===== config.mk =====
export PLATFORM = sky130hd
export DESIGN_NAME = pss_mul
export DESIGN_NICKNAME = d
export VERILOG_FILES = /design/src/hw/rtl/pegasos_svm_sgd_trainer_macros.svh /design/src/hw/rtl/pss_pkg.sv /design/src/hw/rtl/pss_mul.sv
export SDC_FILE = /design/constraint.sdc
export NUM_CORES = 2
export LEC_CHECK = 0
export BUFFER_PORTS_ARGS = -buffer_cell sky130_fd_sc_hd__clkbuf_2
export CORE_AREA = 2 2 304 276
export CTS_CLUSTER_DIAMETER = 200
export DETAILED_ROUTE_END_ITERATION = 8
export DIE_AREA = 0 0 306 278
export PLACE_DENSITY = 0.65
export SLEW_MARGIN = 0
export SYNTH_ARGS = -nofsm -noshare
export SYNTH_HDL_FRONTEND = slang
export SYNTH_SLANG_ARGS = --single-unit
export TNS_END_PERCENT = 20

===== constraint.sdc =====
create_clock -name clock -period 8.18 [get_ports clock]
set_input_delay 0.818 -clock clock [delete_from_list [all_inputs] [get_ports clock]]
set_output_delay 0.818 -clock clock [all_outputs]
set_load 0.01 [all_outputs]

===== src/hw/rtl/pegasos_svm_sgd_trainer_macros.svh =====
// assertion macros for the pegasos trainer
// used by the rtl files that carry concurrent checks; no other dependencies
`ifndef PEGASOS_SVM_SGD_TRAINER_MACROS_SVH
`define PEGASOS_SVM_SGD_TRAINER_MACROS_SVH
`ifndef SYNTH
// same-cycle implication
`define SVM_ASSERT_IMP(lbl, clk, rst, ante, cons, msg) \
   lbl: assert property (@(posedge clk) disable iff (rst) (ante) |-> (cons)) else $error(msg);
// next-cycle implication
`define SVM_ASSERT_NXT(lbl, clk, rst, ante, cons, msg) \
   lbl: assert property (@(posedge clk) disable iff (rst) (ante) |=> (cons)) else $error(msg);
`else
`define SVM_ASSERT_IMP(lbl, clk, rst, ante, cons, msg)
`define SVM_ASSERT_NXT(lbl, clk, rst, ante, cons, msg)
`endif
`endif


===== src/hw/rtl/pss_pkg.sv =====
// shared constants, codes and saturation helpers for the pegasos trainer
// no dependencies
`timescale 1ns / 1ps
package pss_pkg;
   localparam int MAX_DIM   = 1024;
   localparam int MUL_W     = 33;
   localparam int PROD_W    = 66;
   localparam int DIV_NUM_W = 49;
   localparam int DIV_DEN_W = 65;
   localparam int ETA_W     = 20;

   localparam logic [2:0] REG_LAMBDA      = 3'd0;
   localparam logic [2:0] REG_OFFSET      = 3'd1;
   localparam logic [2:0] REG_BIAS_MULT   = 3'd2;
   localparam logic [2:0] REG_BIAS_RATE   = 3'd3;
   localparam logic [2:0] REG_ACTIVE_LEN  = 3'd4;

   localparam logic OP_FEATURE  = 1'b0;
   localparam logic OP_READ     = 1'b1;
   localparam logic KIND_STATUS = 1'b0;
   localparam logic KIND_READ   = 1'b1;

   localparam logic [31:0] LAMBDA_RST     = 32'd429497;
   localparam logic [31:0] OFFSET_RST     = 32'd10000;
   localparam logic [30:0] BIAS_MULT_RST  = 31'd0;
   localparam logic [30:0] BIAS_RATE_RST  = 31'd65536;
   localparam logic [10:0] ACTIVE_LEN_RST = 11'd1024;

   localparam logic [30:0] RATE_MAX = 31'h7FFF_FFFF;
   localparam logic [ETA_W-1:0] ETA_NUM = 20'd655360;
   localparam logic signed [31:0] ONE_Q16 = 32'sd65536;
   localparam logic [3:0] SHRINK_PERIOD = 4'd10;

   function automatic logic [31:0] sat32(input logic signed [PROD_W-1:0] v);
      logic [31:0] r;
      if (v > $signed(PROD_W'(32'h7FFF_FFFF))) r = 32'h7FFF_FFFF;
      else if (v < -$signed(PROD_W'(33'h0_8000_0000))) r = 32'h8000_0000;
      else r = v[31:0];
      return r;
   endfunction

   // non-negative product factor clipped to the largest positive word
   function automatic logic [30:0] sat_fac(input logic signed [PROD_W-1:0] v);
      logic [30:0] r;
      if (v > $signed(PROD_W'(RATE_MAX))) r = RATE_MAX;
      else r = v[30:0];
      return r;
   endfunction
endpackage


===== src/hw/rtl/pss_mul.sv =====
// shared signed multiplier with registered product
// depends on pss_pkg
`timescale 1ns / 1ps
module pss_mul (
   input  logic                                 clock,
   input  logic signed [pss_pkg::MUL_W-1:0]     a,
   input  logic signed [pss_pkg::MUL_W-1:0]     b,
   output logic signed [pss_pkg::PROD_W-1:0]    p
);
   logic signed [pss_pkg::PROD_W-1:0] p_ff;
   always_ff @(posedge clock) begin
      p_ff <= a * b;
   end
   assign p = p_ff;
endmodule


After elaboration in Yosys (flattened, before gate mapping)
Index checks and enable logic that the tools add are counted.
{"block": "word_totals", "reg_bits": 66, "inputBits": 67, "output_inout_bits": 66}
{"block": "op_classes", "n_mul": 1}
{"op": "33-bit by 33-bit multiplier with 66-bit output", "n": 1}

Depth between registers and ports, before layout
{"block": "depth", "ltp_word": 1, "ltp_mapped": 27, "ltp_nobuf": 26}

Least setup slack after synthesis
Ideal clock, no wire load.
{"block": "synth_timing", "kind": "input to register", "startpoint": "in a[32] (netlist bit)", "endpoint": "reg p_ff (netlist bit p[62])", "setup_time_ps": 79, "arrival_ps": 7975, "required_time_ps": 8101, "setup_slack_ps": 126, "cell_stages": 23, "n_path_buf": 2, "path_cell_list": "clkbuf_1 > nand2_1 > inv_1 > fa_1 > fa_1 > fa_1 > fa_1 > fa_1 > fa_1 > fa_1 > inv_1 > fa_1 > inv_1 > ha_1 > clkbuf_1 > and3_1 > nand3_1 > nand2b_1 > a2111oi_4 > a211oi_4 > a21o_2 > a21o_1 > a211oi_2"}
{"block": "synth_between", "elab_chain_cells": 1}
{"element": "start: declaration", "line_no": "pss_mul.sv:6", "text": "input logic signed [pss_pkg::MUL_W-1:0] a,"}
{"element": "33-bit by 33-bit multiplier with 66-bit output", "line_no": "pss_mul.sv:12", "text": "p_ff <= a * b;"}
{"element": "end signal: assignment", "line_no": "pss_mul.sv:12"}
{"element": "end: declaration", "line_no": "pss_mul.sv:10", "text": "logic signed [pss_pkg::PROD_W-1:0] p_ff;"}
No other way between the ends.

Worst setup path in the final report
{"block": "layout_timing", "startpoint": "in a[9] (netlist bit)", "endpoint": "reg p_ff (netlist bit p[51])"}
The elaborated chain is that of the path after synthesis.

==> run summary <==
========================================================================================================
Result of the run                                                                           finished, final reports clean
Detailed-router iteration count before antenna repair                                                  7
Worst path max stage delay                                                                       0.61 ns
Maximum achievable frequency                                                                     127 MHz
DRC violation total after the first TritonRoute iteration                                           2219
Count of buffers from port buffering                                                                 132
Gate count after technology mapping                                                                 4338
Crit path depth                                                                                       26
Pin slew with the least headroom to its limit                                                   0.526 ns
Post-CTS clock slew at the launch and capture registers of the worst setup and hold paths        0.07 ns
Post_cts resized                                                                                       0
Post-synthesis sequential element count                                                               66
Cell family with the largest share of critical-path delay                                    adder cells
Number of buffer and inverter instances along the worst setup path                                     8
Global-route total usage across every layer                                                        28.4%
Hold-fix buffer count after cts                                                                        0
Maximum clock insertion buffer count                                                                   2
Fraction of the yosys area taken by sequential cells                                               3.24%
Number of I/O pins                                                                                   133
Die W                                                                                             306 µm
Global route total overflow                                                                            0
CP arrival                                                                                       8.20 ns
Proportion of synthesized area in mux cells                                                           0%
Most frequent cells in the layout                                                           fa_1 (1145), inv_1 (1131), and2_1 (562)
Worst setup path class                                                                      input port to flop
Placed insts                                                                                        5580
Routed WL                                                                                         113 mm
Detailed-placement wirelength estimate                                                            101 mm
Die outline area                                                                              0.0851 mm²
Sequential cell area                                                                         0.00132 mm²
Combinational family with the most area after synthesis                                      adder cells
Peak fanout along the critical path                                                                   11
Cell area after technology mapping                                                            0.0407 mm²
Post-synthesis share of cell area spent on xor and xnor gates                                      1.46%
Leading cell type in the layout, fill and taps excluded                                             fa_1
Clock Tree Root                                                                                clkbuf_16
Shortest clock period the worst path allows after layout                                         7.89 ns
Slowest-stage cell, CP                                                                              fa_1
Crit end category                                                                                   flop
Global-route wire length before repair                                                            184 mm
Final net count                                                                                     5949
Last weighted congestion value of the routability-driven placer                                    0.946
Placement row count                                                                                  100
Filler Cells Inserted                                                                               7343
Max H-tree Level                                                                                       3
Capture point of the critical path                                                                 p[51]
Post-DR vias/cell                                                                                   5.15
Cell variety after synth                                                                              80
Post-detailed-route count of antenna-violating nets                                                    0
Pin count of the biggest net entering global routing                                                  34
Worst slew slack as a fraction of its limit                                                        64.7%
Total via count in the routed design                                                               28800
Largest area contributor in the netlist                                                             fa_1
Number of sinks on the clock net                                                                      66
Proportion of layout cells with a drive suffix above 1                                             9.83%
Syn Area/Cell                                                                                   9.39 µm²
Share of Yosys cell area claimed by the top area cell type                                         56.3%
Adder-cell share of the synthesized area                                                           62.9%
Syn Nets                                                                                            5767
Crit share post-route                                                                              96.5%
Setup repair after global routing missed its margin                                                   no
Initial antenna violation count                                                                       12
Initial cell density of the core                                                                   49.7%
Required time at the worst-slack endpoint                                                        8.48 ns
Number of global-route vias before repair                                                          30400
Synthesis-to-layout area growth                                                                    9.41%
Clock tree from TritonCTS                                                                           done
Wire per inst                                                                                    20.2 µm
Startpoint class of the critical path                                                         input port
Number of enable-type register cells in the synthesized netlist                                        0
Final standard cell count with taps included and fillers excluded                                   5599
Total number of yosys warnings                                                                         0
Area occupied by multi-input gates                                                            0.0343 mm²
Overall die height                                                                                278 µm
Number of buffers created by CTS                                                                       9
Post-CTS setup buffers                                                                                 0
Fraction of registers with async set/reset                                                            0%
Area of the core region                                                                       0.0820 mm²
Top cells by area, synth                                                                    fa_1 (56%), inv_1 (10%), and2_1 (8.6%)
Worst min-delay path category                                                               input port to flop
Total setup violations reported at the end of the flow                                                 0
Origin of the worst setup path                                                                      a[9]
Synthesized-area fraction occupied by ao, oa, aoi and oai cells                                    4.07%
Max-capacitance violation count                                                                        0
Most frequently used flop master after synthesis                                                 dfxtp_1
Post-route DRC                                                                                         0
Area share of and/or/nand/nor cells after synthesis                                                15.8%
Number of hold violations in the final report                                                          0
Largest register FFs                                                                                  66
Final-report max-slew violation count                                                                  0
Critical path's most frequent cell                                                                  fa_1
========================================================================================================
==> cell type report <==
| class | count | area share (%) |
|---|---|---|
| antenna | 3 | 0.0168 |
| clock buffer | 9 | 0.505 |
| clock inverter | 7 | 0.225 |
| inverter | 1131 | 9.53 |
| multi-input combinational | 2920 | 77.0 |
| sequential | 66 | 2.96 |
| tap | 1071 | 3.01 |
| timing repair buffer | 392 | 6.76 |
==> per-stage QoR <==
| stage | hold slack (ns) | setup TNS [ns] | cell area (µm²) | worst slack [ns] | utilization [%] |
|---|---|---|---|---|---|
| 2_1_floorplan | 0.945 | 0 | 40700 | 0.126 | - |
| 3_3_place_gp | 1.21 | -0.0553 | 44200 | -0.0553 | 54.0 |
| 3_5_place_dp | 1.20 | 0 | 44200 | 0.0148 | 54.0 |
| 4_1_cts | 1.14 | 0 | 44600 | 0.387 | 54.4 |
| 5_1_grt | 1.18 | 0 | 44600 | 0.0242 | 54.4 |
| 6_report | 1.17 | 0 | 44600 | 0.285 | 54.4 |
==> metal layers <==
metal	share of wire (%)	wire, µm	vias to the layer above	global-route usage (%)
li1	-	-	12700	-
met1	47	52700	14900	45.2
met2	40	44900	1125	37.5
met3	12	13900	92	10.2
met4	1.0	1170	18	3.71
met5	0.11	125	-	0
==> cell usage after synthesis, types with 11 or more instances <==
cell type and count:
ha_1 217, nand4_1 11, nor2_1 68, fa_1 1145, clkbuf_1 208, a21o_1 36
xnor2_1 43, inv_1 1131, a21oi_1 57, xor2_1 25, nand3_1 25, and2_1 562
buf_2 11, nand2_1 551, nand2b_1 12, o21bai_1 11, o21ai_0 25, dfxtp_1 66
==> logic make-up after synthesis <==
logic type                 after synthesis
xor gates and xnor gates                68
adders and majority gates             1362
DFF                                     66
and+or+nand+nor                       1271
AOI/OAI and AO/OA                      219
buffers and inverters                 1352
==> worst min-delay path, stage by stage <==
cell and delay [ns]:
clkbuf_2 0.09, buf_4 0.18, buf_4 0.22, and2_1 0.17
==> how the worst min path moves through the flow <==
stage	startpoint	to	slack (ns)	cells after the start
after floorplan	a[0]	p[0]	0.95	1
after global placement	p[7]	p[7]	1.21	1
after detailed placement	p[6]	p[6]	1.20	1
after CTS	a[0]	p[0]	1.14	4
after global routing	a[0]	p[0]	1.18	4
final	a[0]	p[0]	1.17	4
Power is not shown: default switching activity piles up to over one toggle a cycle in this logic, so the estimate is an artifact.
