==> src/hw/rtl/pegasos_svm_sgd_trainer_macros.svh <==
// assertion macros for the pegasos trainer
// used by the rtl files that carry concurrent checks; no other dependencies
`ifndef PEGASOS_SVM_SGD_TRAINER_MACROS_SVH
`define PEGASOS_SVM_SGD_TRAINER_MACROS_SVH
`ifndef SYNTH
// same-cycle implication
`define SVM_ASSERT_IMP(lbl, clk, rst, ante, cons, msg) \
   lbl: assert property (@(posedge clk) disable iff (rst) (ante) |-> (cons)) else $error(msg);
// next-cycle implication
`define SVM_ASSERT_NXT(lbl, clk, rst, ante, cons, msg) \
   lbl: assert property (@(posedge clk) disable iff (rst) (ante) |=> (cons)) else $error(msg);
`else
`define SVM_ASSERT_IMP(lbl, clk, rst, ante, cons, msg)
`define SVM_ASSERT_NXT(lbl, clk, rst, ante, cons, msg)
`endif
`endif

==> src/hw/rtl/pss_pkg.sv <==
// shared constants, codes and saturation helpers for the pegasos trainer
// no dependencies
`timescale 1ns / 1ps
package pss_pkg;
   localparam int MAX_DIM   = 1024;
   localparam int MUL_W     = 33;
   localparam int PROD_W    = 66;
   localparam int DIV_NUM_W = 49;
   localparam int DIV_DEN_W = 65;
   localparam int ETA_W     = 20;

   localparam logic [2:0] REG_LAMBDA      = 3'd0;
   localparam logic [2:0] REG_OFFSET      = 3'd1;
   localparam logic [2:0] REG_BIAS_MULT   = 3'd2;
   localparam logic [2:0] REG_BIAS_RATE   = 3'd3;
   localparam logic [2:0] REG_ACTIVE_LEN  = 3'd4;

   localparam logic OP_FEATURE  = 1'b0;
   localparam logic OP_READ     = 1'b1;
   localparam logic KIND_STATUS = 1'b0;
   localparam logic KIND_READ   = 1'b1;

   localparam logic [31:0] LAMBDA_RST     = 32'd429497;
   localparam logic [31:0] OFFSET_RST     = 32'd10000;
   localparam logic [30:0] BIAS_MULT_RST  = 31'd0;
   localparam logic [30:0] BIAS_RATE_RST  = 31'd65536;
   localparam logic [10:0] ACTIVE_LEN_RST = 11'd1024;

   localparam logic [30:0] RATE_MAX = 31'h7FFF_FFFF;
   localparam logic [ETA_W-1:0] ETA_NUM = 20'd655360;
   localparam logic signed [31:0] ONE_Q16 = 32'sd65536;
   localparam logic [3:0] SHRINK_PERIOD = 4'd10;

   function automatic logic [31:0] sat32(input logic signed [PROD_W-1:0] v);
      logic [31:0] r;
      if (v > $signed(PROD_W'(32'h7FFF_FFFF))) r = 32'h7FFF_FFFF;
      else if (v < -$signed(PROD_W'(33'h0_8000_0000))) r = 32'h8000_0000;
      else r = v[31:0];
      return r;
   endfunction

   // non-negative product factor clipped to the largest positive word
   function automatic logic [30:0] sat_fac(input logic signed [PROD_W-1:0] v);
      logic [30:0] r;
      if (v > $signed(PROD_W'(RATE_MAX))) r = RATE_MAX;
      else r = v[30:0];
      return r;
   endfunction
endpackage

==> src/hw/rtl/pss_div.sv <==
// restoring divider, one quotient bit per cycle
// depends on pss_pkg
`timescale 1ns / 1ps
module pss_div (
   input  logic                              clock,
   input  logic                              reset,
   input  logic                              start,
   input  logic [pss_pkg::DIV_NUM_W-1:0]     num,
   input  logic [pss_pkg::DIV_DEN_W-1:0]     den,
   output logic                              busy,
   output logic                              done,
   output logic [pss_pkg::DIV_NUM_W-1:0]     quot
);
   localparam int NW = pss_pkg::DIV_NUM_W;
   localparam int DW = pss_pkg::DIV_DEN_W;
   localparam int CW = $clog2(NW + 1);

   logic          busy_ff, busy_in, done_ff, done_in;
   logic [CW-1:0] cnt_ff, cnt_in;
   logic [DW-1:0] rem_ff, rem_in, den_ff, den_in;
   logic [NW-1:0] num_ff, num_in, q_ff, q_in;
   logic [DW:0]   rem_sh, diff;

   always_comb begin
      rem_sh  = {rem_ff, num_ff[NW-1]};
      diff    = rem_sh - {1'b0, den_ff};
      busy_in = busy_ff;
      done_in = 1'b0;
      cnt_in  = cnt_ff;
      rem_in  = rem_ff;
      den_in  = den_ff;
      num_in  = num_ff;
      q_in    = q_ff;
      if (start) begin
         busy_in = 1'b1;
         cnt_in  = '0;
         rem_in  = '0;
         den_in  = den;
         num_in  = num;
         q_in    = '0;
      end else if (busy_ff) begin
         num_in = {num_ff[NW-2:0], 1'b0};
         if (rem_sh >= {1'b0, den_ff}) begin
            rem_in = diff[DW-1:0];
            q_in   = {q_ff[NW-2:0], 1'b1};
         end else begin
            rem_in = rem_sh[DW-1:0];
            q_in   = {q_ff[NW-2:0], 1'b0};
         end
         cnt_in = cnt_ff + 1'b1;
         if (cnt_ff == CW'(NW - 1)) begin
            busy_in = 1'b0;
            done_in = 1'b1;
         end
      end
   end

   always_ff @(posedge clock) begin
      if (reset) begin
         busy_ff <= 1'b0;
         done_ff <= 1'b0;
      end else begin
         busy_ff <= busy_in;
         done_ff <= done_in;
      end
      cnt_ff <= cnt_in;
      rem_ff <= rem_in;
      den_ff <= den_in;
      num_ff <= num_in;
      q_ff   <= q_in;
   end

   assign busy = busy_ff;
   assign done = done_ff;
   assign quot = q_ff;
endmodule

==> config.mk <==
export PLATFORM = sky130hd
export DESIGN_NAME = pss_div
export DESIGN_NICKNAME = d
export VERILOG_FILES = /design/src/hw/rtl/pegasos_svm_sgd_trainer_macros.svh /design/src/hw/rtl/pss_pkg.sv /design/src/hw/rtl/pss_div.sv
export SDC_FILE = /design/constraint.sdc
export NUM_CORES = 1
export LEC_CHECK = 0
export ABC_AREA = 1
export BUFFER_PORTS_ARGS = -buffer_cell sky130_fd_sc_hd__buf_2
export CORE_AREA = 4 4 198 200
export CTS_CLUSTER_DIAMETER = 50
export DETAILED_ROUTE_END_ITERATION = 10
export DIE_AREA = 0 0 202 204
export GPL_ROUTABILITY_DRIVEN = 0
export PLACE_DENSITY = 0.62
export SYNTH_ARGS = -nofsm -noshare
export SYNTH_HDL_FRONTEND = slang
export SYNTH_SLANG_ARGS = --single-unit
export TNS_END_PERCENT = 10
==> constraint.sdc <==
create_clock -name clock -period 7.1 [get_ports clock]
set_input_delay 2.13 -clock clock [delete_from_list [all_inputs] [get_ports clock]]
set_output_delay 2.13 -clock clock [all_outputs]
set_load 0.01 [all_outputs]
After elaboration in Yosys (flattened, before gate mapping)
Cells that the tools add are included.
{ "word_totals": {"input_bits": 117, "ff_bits": 236} }
{ "classes": {"mux": 8, "n_eq_ne": 1, "bitwise_logic": 1, "n_addsub": 2, "n_reduce_logical": 2, "n_lt_le_gt_ge": 1} }
{ "op_table": {"columns": ["operator", "count"], "rows": [
  ["$mux 49", 2],
  ["$ge 66x65->1", 1],
  ["$mux 65", 1],
  ["$sub 65x65->65", 1],
  ["$add 6x1->6 const B", 1],
  ["$eq 6x6->1 const B", 1],
  ["$mux 1", 5],
  ["$reduce_or 3->1", 1],
  ["$reduce_bool 2->1", 1],
  ["$not 1->1", 1]
]} }

Depth between registers and ports, before layout
Gate-level depths: netlist of run 1.
{ "depth": {"word_depth": 4, "mapped_depth": 19} }

Worst setup path after synthesis of run 1
Ideal clock, no wire load.
{ "synth_timing": {"path_kind": "input to register", "start": "input start", "end": "register num_ff[0], enable pin", "n_path_buf": 2, "t_required_ns": 6.667, "path_slack_ns": 2.510, "t_arrival_ns": 4.157, "setup_time_ns": 0.433, "path_stages": 4, "cell_sequence": "clkbuf_1 nor2_1 inv_2 clkbuf_1"} }
{ "synth_between": {"elab_chain_len": 1} }
{ "synth_rtl": {"columns": ["element", "line", "rtl"], "rows": [
  ["start: declaration", "pss_div.sv:7", "input logic start,"],
  ["$reduce_bool 2->1 (no line)", null, null],
  ["end signal: assignment", "pss_div.sv:69", "num_ff <= num_in;"],
  ["end: declaration", "pss_div.sv:21", "logic [NW-1:0] num_ff, num_in, q_ff, q_in;"]
]} }
Every way passes these cells.
A chain may end at the register's enable or synchronous reset.

==> summary.md, run 1 <==
| Metric | Value |
|---|---|
| Outcome | `finished clean` |
| Remaining DRCs | `0` |
| CTS Root Cell | `clkbuf_16` |
| VDD IR max | `0.187 mV` |
| DR iter-0 viols | `919` |
| HP Start | `rem_ff[14]$_SDFFE_PP0P_` |
| Resized Gates After CTS | `0` |
| Worst EP arrival | `4.19 ns` |
| Total routed wirelength | `42600 um` |
| Synth area leader | `nand2_1` |
| Routed WL per cell | `14.3 um` |
| Hpwl dp | `32800 um` |
| Clock Latency Late Sink | `0.59 ns` |
| Placed cell count | `2916` |
| Unrepaired setup endpoints after global routing | `no` |
| Normalized max-slew margin | `44.1%` |
| WHS Path Cells | `2` |
| Core Util, Final | `46.9%` |
| Worst path slowest cell | `nor2_4` |
| Mux cell area share after synthesis | `0%` |
| Slew Limit Fails | `0` |
| Hold Path End | `rem_ff[14]$_SDFFE_PP0P_` |
| Mapped Area | `15300 um2` |
| Routed vias | `14106` |
| Part of the cycle the worst path needs | `51.5%` |
| Simple logic cell fraction of the synthesized area | `36.4%` |
| Mean Syn Cell Area | `6.69 um2` |
| Vias in the first global route | `13749` |
| Total GRT Usage | `20.2%` |
| Crit path time final | `3.66 ns` |
| Most area-consuming cells after synthesis | `nand2_1, edfxtp_1, dfxtp_1` |
| Compound-gate portion of the synthesized area | `4.94%` |
| Most frequent cells in the layout | `nand2_1, inv_1, buf_2` |
| Count of cell types in the netlist | `41` |
| Adder-Cell Fraction of Synth Area | `5.62%` |
| Share of cells above drive strength 1 | `11.2%` |
| Critical path class | `input port to flip-flop` |
| CP top delay family | `buffers and inverters` |
| Critical path endpoint category | `flip-flop` |
| Placed instance area | `16500 um2` |
| CORE AREA | `37400 um2` |
| IO Pins | `168` |
| 1st-pass router iterations | `6` |
| Clk slew on worst S/H paths | `0.06 ns` |
| Layout Skew | `0.0236 ns` |
| Area fraction of the dominant cell type after synthesis | `23.7%` |
| Finished Layout Cells | `2976` |
| Largest net degree at the start of global routing | `68` |
| Slew @ Worst Pin | `0.838 ns` |
| Die area | `41200 um2` |
| Final setup vio count | `0` |
| Vias/cell | `4.74` |
| TNS Setup | `0 ns` |
| Fmax | `274 MHz` |
| IO Port Bufs | `167` |
| Reg2reg setup slack | `3.87 ns` |
| Post-Synth XOR/XNOR Area | `1.78%` |
| Clock sink count | `236` |
| Critical Path RT | `7.63 ns` |
| Largest buffer count on any clock path | `3` |
| Hold Fails Final Rpt | `0` |
| Most common cell on crit path | `buf_4` |
| Hold Crit Class | `flip-flop to flip-flop` |
| Postcts setup bufs | `0` |
| Largest family of logic cells by synthesized area | `simple AND/OR/NAND/NOR gates` |
| Final #Nets | `2623` |
| Combined area of the multi-input logic cells | `7470 um2` |
| Reg-to-Reg End | `rem_ff[52]$_SDFFE_PP0P_` |
| Die Ht | `204 um` |
| Ordered list of cells on the worst path | `buf_4 -> buf_4 -> nor2_4 -> buf_4 -> nand3_1 -> nand2_1` |
| TritonCTS clock tree | `done` |
| Crit start category | `input port` |
| Die width | `202 um` |
| Pwr dens | `188 nW/um2` |
| Largest stage delay, worst path | `0.72 ns` |
| Yosys synthesis warning count | `0` |
| Initial Util | `40.8%` |
| First-pass GRT wire length | `69300 um` |
| Commonest non-fill, non-tap cell in the layout | `nand2_1` |
| CP max FO | `64` |
| Top_reg_cell synth | `dfxtp_1` |
| Number of synthesized register bits | `236` |
| FF-to-FF Start | `num_ff[48]$_DFFE_PP_` |
| Hold_buf cts | `0` |
| Leakage Power | `9.37 nW` |
| Row cnt | `71` |
| Hold slack | `0.468 ns` |
| Total global routing overflow | `0` |
| Gate Count Post-Synth | `2282` |
| Antenna-violating nets left | `0` |
| Post-layout instance area | `17500 um2` |
| Syn_nets | `2467` |
| CTS HTree Levels | `1` |
| Reg2Reg Depth | `16` |
| Crit path buf inv count | `3` |
| Fill count | `3905` |
| Inserted Clock Buffers | `31` |
| Sequential area share after synthesis | `38.4%` |
| Max Cap Viol | `0` |
| Ys async rst share | `0%` |
| Register area | `5870 um2` |
| Initial antenna violation count | `7` |
| EDFF count, synth | `114` |
| Area growth syn-to-layout | `14.8%` |
[layout make-up]
type                    count  share of cell area [%]
inverters                 442                    9.48
multi-input cells        1551                    42.6
clock buffers              38                    4.63
repair buffers            176                    5.17
well taps                 511                    3.65
flip-flops and latches    236                    33.5
clock inverters            20                   0.964
diodes                      2                  0.0286
[worst max path at each step]
stage / from / end / slack, ns / cells past startpoint
after global placement: start / rem_ff[35]$_SDFFE_PP0P_ / 2.93 / 6
after global routing: start / quot[8]$_SDFFE_PP0P_ / 3.26 / 6
after CTS: start / quot[13]$_SDFFE_PP0P_ / 3.46 / 6
after floorplan: start / num_ff[0]$_SDFFCE_PN0P_ / 2.51 / 4
final: start / rem_ff[22]$_SDFFE_PP0P_ / 3.44 / 6
after detailed placement: start / quot[16]$_SDFFE_PP0P_ / 2.84 / 6
[state kept, by name, summed over array words and instances, names as in the netlist]
register	cells
done	1
num_ff	49
den_ff	65
cnt_ff	6
rem_ff	65
quot	49
busy	1
[report_power, final]
part           switching (W)  total (W)  internal [W]
logic               0.000199   0.000300      0.000100
registers          0.0000187    0.00152       0.00150
clock network       0.000644    0.00148      0.000834
total               0.000862    0.00329       0.00243
[per-layer routing]
metal,track usage (%),wire length (um),vias to the layer above
met2,32.3,18400,461
met3,4.84,3220,101
met5,0,69,-
li1,-,-,7327
met1,26.7,19200,6205
met4,7.50,1720,12
[cells by family (layout without fill, tap and decap cells)]
family	Yosys count	after routing
buffers and inverters	495	676
AND/OR/NAND/NOR	1320	1320
adder cells (fa/ha/maj)	68	68
AO/OA/AOI/OAI	132	132
XOR/XNOR	31	31
other	0	2
flip-flops	236	236
[synth_stat cells, drive strengths merged (2+ instances only)]
master and count:
clkbuf 34, ha 67, and2 2, nor4 2
o21a 2, buf 19, nor3b 2, edfxtp 114
nand2 974, o21bai 7, nor3 11, nor2 131
dfxtp 122, nand3b 63, a21oi 52, nand3 121
inv 439, o22ai 47, nand4 14, xnor2 30
clkinv 3, o21ai 20
[tightest hold or removal path, cell delays in order, from the launching register on]
cell     delay (ns)
dfxtp_1        0.32
nand2_1        0.06
nand2_1        0.04
[through the flow]
step,power [W],setup WS [ns]
finish,0.00329,3.44
global route,0.00345,3.26
CTS,0.00334,3.46
detailed placement,0.00185,2.84
global placement,0.00184,2.93
floorplan,0.00174,2.51
No activity file was read; power rests on OpenSTA's default activity.
==> inputs of run 2 (changes only) <==
- PLACE_DENSITY: 0.62 -> 0.64
- clock period: 7.1 -> 3 ns (I/O delays scaled with it)
==> run 2 against run 1 <==
Against the previous run: cell area increased by 1.3%; clock power grew to 2.6 times the previous value; critical path depth increased by 9; total power rose by 150%; global-route usage grew 0.39 points; largest power group is now clock; utilization rose by 0.60 points; worst setup slack worse by 3.2 ns; clock skew grew 0.0018 ns; sequential share of layout area fell by 0.42 points; register-to-register slack worse by 3.7 ns.
==> summary.md, run 2 (same netlist as run 1, synthesis figures left out) <==
| Metric | Value |
|---|---|
| Leakage Power | `9.51 nW` |
| Most frequent cells in the layout | `nand2_1, inv_1, buf_2` |
| Hpwl dp | `33000 um` |
| Row cnt | `71` |
| CTS Root Cell | `clkbuf_16` |
| Critical Path RT | `3.42 ns` |
| GRT Max-Usage Layer | `met2` |
| Crit path time final | `2.79 ns` |
| Total GRT Usage | `20.6%` |
| Initial Util | `40.8%` |
| IO Port Bufs | `167` |
| Placed cell count | `2922` |
| Layout Skew | `0.0253 ns` |
| 1st-pass router iterations | `6` |
| Final setup vio count | `0` |
| Commonest non-fill, non-tap cell in the layout | `nand2_1` |
| Max Cap Viol | `0` |
| Final #Nets | `2633` |
| Outcome | `finished clean` |
| Total global routing overflow | `0` |
| CTS HTree Levels | `2` |
| Hold Crit Class | `flip-flop to flip-flop` |
| Total routed wirelength | `42700 um` |
| Hold_buf cts | `0` |
| Die area | `41200 um2` |
| Normalized max-slew margin | `45.0%` |
| Fmax | `359 MHz` |
| Pwr dens | `462 nW/um2` |
| Resized Gates After CTS | `0` |
| Vias in the first global route | `13889` |
| Reg2reg setup slack | `0.21 ns` |
| Routed vias | `14342` |
| Most common cell on crit path | `nand2_2` |
| Crit start category | `flip-flop` |
| DR iter-0 viols | `965` |
| CORE AREA | `37400 um2` |
| Unrepaired setup endpoints after global routing | `no` |
| Critical path endpoint category | `flip-flop` |
| Clk slew on worst S/H paths | `0.06 ns` |
| IO Pins | `168` |
| CP max FO | `48` |
| Largest stage delay, worst path | `0.43 ns` |
| Ordered list of cells on the worst path | `inv_1 -> ha_1 -> inv_1 -> fa_1 -> nand3_1 -> nand3_2 -> nand2_1 -> nand2_2 -> nand2_2 -> nand2_2 -> nand2_2 -> buf_6 -> nand3b_1 -> nand3_1 -> nand2_1` |
| Die width | `202 um` |
| M1 GR Usage | `27.4%` |
| Remaining DRCs | `0` |
| Critical path class | `flip-flop to flip-flop` |
| Area growth syn-to-layout | `16.2%` |
| Worst EP arrival | `3.21 ns` |
| Finished Layout Cells | `2985` |
| Share of cells above drive strength 1 | `11.8%` |
| Part of the cycle the worst path needs | `93.0%` |
| Met3 Resource Use GR | `5.55%` |
| Vias/cell | `4.80` |
| First-pass GRT wire length | `69800 um` |
| Biggest regs | `den_ff: 65 flops, rem_ff: 65 flops` |
| Largest buffer count on any clock path | `3` |
| Worst path slowest cell | `fa_1` |
| Largest net degree at the start of global routing | `79` |
| Antenna-violating nets left | `0` |
| Routed WL per cell | `14.3 um` |
| Hold Fails Final Rpt | `0` |
| VDD IR max | `0.445 mV` |
| TNS Setup | `0 ns` |
| Slew Limit Fails | `0` |
| Inserted Clock Buffers | `35` |
| Slew @ Worst Pin | `0.825 ns` |
| Clock Latency Late Sink | `0.54 ns` |
| Clock sink count | `236` |
| TritonCTS clock tree | `done` |
| Initial antenna violation count | `8` |
| Met2 Track Usage GR | `32.8%` |
| Die Ht | `204 um` |
| Postcts setup bufs | `0` |
==> run 2: final cells by class <==
| cell class | instances | area, um2 |
|---|---|---|
| Tap cell | 511 | 639 |
| Sequential cell | 236 | 5870 |
| Timing Repair Buffer | 182 | 980 |
| Antenna cell | 1 | 2.50 |
| Inverter | 442 | 1660 |
| Multi-Input combinational cell | 1551 | 7470 |
| Clock buffer | 42 | 963 |
| Fill cell | 3888 | 19700 |
| Clock inverter | 20 | 163 |
==> run 2: where the power goes <==
part	switching (W)	internal, W
Combinational	0.000468	0.000243
Clock	0.00157	0.00234
Sequential	0.0000427	0.00355
==> run 2: path summary, 6_finish.rpt <==
check / end / start / cells past startpoint
hold / removal: rem_ff[12]$_SDFFE_PP0P_ / rem_ff[12]$_SDFFE_PP0P_ / 2
setup reg to reg: rem_ff[43]$_SDFFE_PP0P_ / num_ff[48]$_DFFE_PP_ / 15
setup / recovery: rem_ff[43]$_SDFFE_PP0P_ / num_ff[48]$_DFFE_PP_ / 15
hold reg to reg: rem_ff[12]$_SDFFE_PP0P_ / rem_ff[12]$_SDFFE_PP0P_ / 2
==> run 2: metal layers <==
| layer | part of all wire, % | wire length, um |
|---|---|---|
| met5 | 0.22 | 92 |
| met4 | 3.2 | 1360 |
| met3 | 8.7 | 3700 |
| met2 | 44 | 18600 |
| met1 | 44 | 19000 |
==> run 2: critical path, delay by kind of cell, from the launching register on <==
kind	cells	cell delay, ns
adder cells (fa/ha/maj)	2	0.57
buffers and inverters	3	0.52
flip-flops	1	0.36
AND/OR/NAND/NOR	10	1.12
==> run 2: metrics by stage <==
stage | util, % | cell area (um2) | power [W] | hold slack (ns) | worst slack [ns]
after CTS | 47.4 | 17700 | 0.00835 | 0.468 | 0.138
after global routing | 47.5 | 17700 | 0.00858 | 0.479 | 0.0415
after floorplan | - | 15300 | 0.00412 | 0.444 | 0.470
after detailed placement | 44.4 | 16600 | 0.00437 | 0.456 | 0.151
final | 47.5 | 17700 | 0.00821 | 0.463 | 0.211
after global placement | 44.4 | 16600 | 0.00436 | 0.440 | 0.200
==> inputs of run 3 (changes only) <==
- PLACE_DENSITY: 0.64 -> 0.62
- clock period: 3 -> 2.6 ns (I/O delays scaled with it)
==> run 3 against run 2 <==
Against the previous run: largest power group unchanged; cell count grew 1.0%; cell area grew 2.5%; sequential power grew 15%; global-route usage grew 0.90 points; combinational power grew 23%; register-to-register slack lost 0.11 ns; first-iteration DRC count grew 20%; total power grew 17%; hold slack lost 0.063 ns; critical path depth shrank 2.
==> summary.md, run 3 (same netlist as run 1, synthesis figures left out) <==
| Metric | Value |
|---|---|
| Worst EP arrival | `2.93 ns` |
| Final WS setup | `0.0984 ns` |
| Slew @ Worst Pin | `0.766 ns` |
| Normalized max-slew margin | `49.0%` |
| Final #Nets | `2664` |
| Crit path buf inv count | `1` |
| Initial Util | `40.8%` |
| FF-to-FF Start | `den_ff[5]$_DFFE_PP_` |
| Largest stage delay, worst path | `0.35 ns` |
| CORE AREA | `37400 um2` |
| Hold Path End | `den_ff[32]$_DFFE_PP_` |
| Routed vias | `14637` |
| Fmax | `400 MHz` |
| Most frequent cells in the layout | `nand2_1, inv_1, buf_2` |
| CTS HTree Levels | `2` |
| Hold_buf cts | `0` |
| Share of cells above drive strength 1 | `14.2%` |
| Remaining DRCs | `0` |
| VDD IR max | `0.545 mV` |
| Unrepaired setup endpoints after global routing | `yes` |
| Critical path class | `flip-flop to flip-flop` |
| Hold slack | `0.400 ns` |
| Total GRT Usage | `21.5%` |
| Largest buffer count on any clock path | `3` |
| Die width | `202 um` |
| CTS Root Cell | `clkbuf_16` |
| Critical Path RT | `3.03 ns` |
| Pwr dens | `529 nW/um2` |
| Crit start category | `flip-flop` |
| 1st-pass router iterations | `5` |
| Routed WL per cell | `15.1 um` |
| Commonest non-fill, non-tap cell in the layout | `nand2_1` |
| Total routed wirelength | `45600 um` |
| Placed cell count | `2948` |
| Final setup vio count | `0` |
| CP top delay family | `simple AND/OR/NAND/NOR gates` |
| Vias/cell | `4.85` |
| DR iter-0 viols | `1158` |
| Ordered list of cells on the worst path | `inv_1 -> ha_1 -> nand2_1 -> nor2_1 -> nand3_1 -> nand3b_1 -> nand2_1 -> nand2_1 -> nand2_1 -> nand4_1 -> nand3_2 -> nand2_1 -> nand2_1` |
| # diodes | `0` |
| Antenna-violating nets left | `0` |
| Die Ht | `204 um` |
| Initial antenna violation count | `5` |
| Slew Limit Fails | `0` |
| Hpwl dp | `34900 um` |
| Die area | `41200 um2` |
| Crit path time final | `2.50 ns` |
| CP max FO | `4` |
| Outcome | `finished clean` |
| Inserted Clock Buffers | `35` |
| Reg2reg setup slack | `0.1 ns` |
| HP Start | `den[32]` |
| Reg2Reg Depth | `13` |
| TritonCTS clock tree | `done` |
| Layout Skew | `0.0304 ns` |
| Clock sink count | `236` |
| WHS Path Cells | `1` |
| IO Pins | `168` |
| IO Port Bufs | `167` |
| Reg-to-Reg End | `rem_ff[49]$_SDFFE_PP0P_` |
| Part of the cycle the worst path needs | `96.2%` |
| Post-place setup slack | `0.0761 ns` |
| Tot Pwr | `0.00962 W` |
| Total global routing overflow | `0` |
| Hold Fails Final Rpt | `0` |
| Area growth syn-to-layout | `19.2%` |
| Most common cell on crit path | `nand2_1` |
| Row cnt | `71` |
| Leakage Power | `9.69 nW` |
| Max Cap Viol | `0` |
| Worst path slowest cell | `ha_1` |
| First-pass GRT wire length | `72300 um` |
| Largest net degree at the start of global routing | `68` |
| Vias in the first global route | `14322` |
| Hold Crit Class | `input port to flip-flop` |
| Finished Layout Cells | `3015` |
| Clk slew on worst S/H paths | `0.06 ns` |
| Biggest regs | `den_ff: 65 flops, rem_ff: 65 flops` |
| Critical path endpoint category | `flip-flop` |
| Clock Latency Late Sink | `0.55 ns` |
run 3: power breakdown:
group,switching (W),leakage [nW],total [W],internal [W]
Clock,0.00182,0.557,0.00460,0.00278
Sequential,0.0000497,2.12,0.00414,0.00409
Combinational,0.000566,7.01,0.000876,0.000310
Total,0.00244,9.69,0.00962,0.00718
run 3: stage by stage:
step                cell area [um2]  TNS (ns)  util [%]
finish                        18200         0      48.7
floorplan                     15300         0         -
CTS                           18000         0      48.0
detailed placement            16800         0      45.0
global route                  18200  -0.00458      48.7
global placement              16800         0      45.0
run 3: repair_timing:
action,CTS,global route
setup buffers,0,3
gates resized for setup,0,48
endpoints found under the setup margin,0,66
run 3: final cells by class:
type                            count  area, um2
Tap cell                          511        639
Inverter                          442       1660
Timing Repair Buffer              213       1290
Clock buffer                       42        922
Sequential cell                   236       5870
Fill cell                        3906      19200
Clock inverter                     20        213
Multi-Input combinational cell   1551       7610
run 3: layer usage:
metal | part of all wire, % | track usage [%]
met4 | 4.1 | 9.06
met1 | 44 | 28.4
met3 | 7.8 | 4.74
met5 | 0.16 | 0
met2 | 43 | 34.1
run 3: worst max path at each step:
| stage | slack, ns | end | start | depth (start not counted) |
|---|---|---|---|---|
| 3_5_place_dp | 0.08 | rem_ff[1]$_SDFFE_PP0P_ | num_ff[48]$_DFFE_PP_ | 15 |
| 4_1_cts | 0.05 | rem_ff[45]$_SDFFE_PP0P_ | den_ff[28]$_DFFE_PP_ | 15 |
| 5_1_grt | -0.002 | rem_ff[45]$_SDFFE_PP0P_ | den_ff[47]$_DFFE_PP_ | 16 |
| 3_3_place_gp | 0.06 | rem_ff[45]$_SDFFE_PP0P_ | den_ff[28]$_DFFE_PP_ | 15 |
| 6_report | 0.1 | rem_ff[49]$_SDFFE_PP0P_ | den_ff[5]$_DFFE_PP_ | 13 |
| 2_1_floorplan | 0.19 | num_ff[0]$_SDFFCE_PN0P_ | start | 4 |
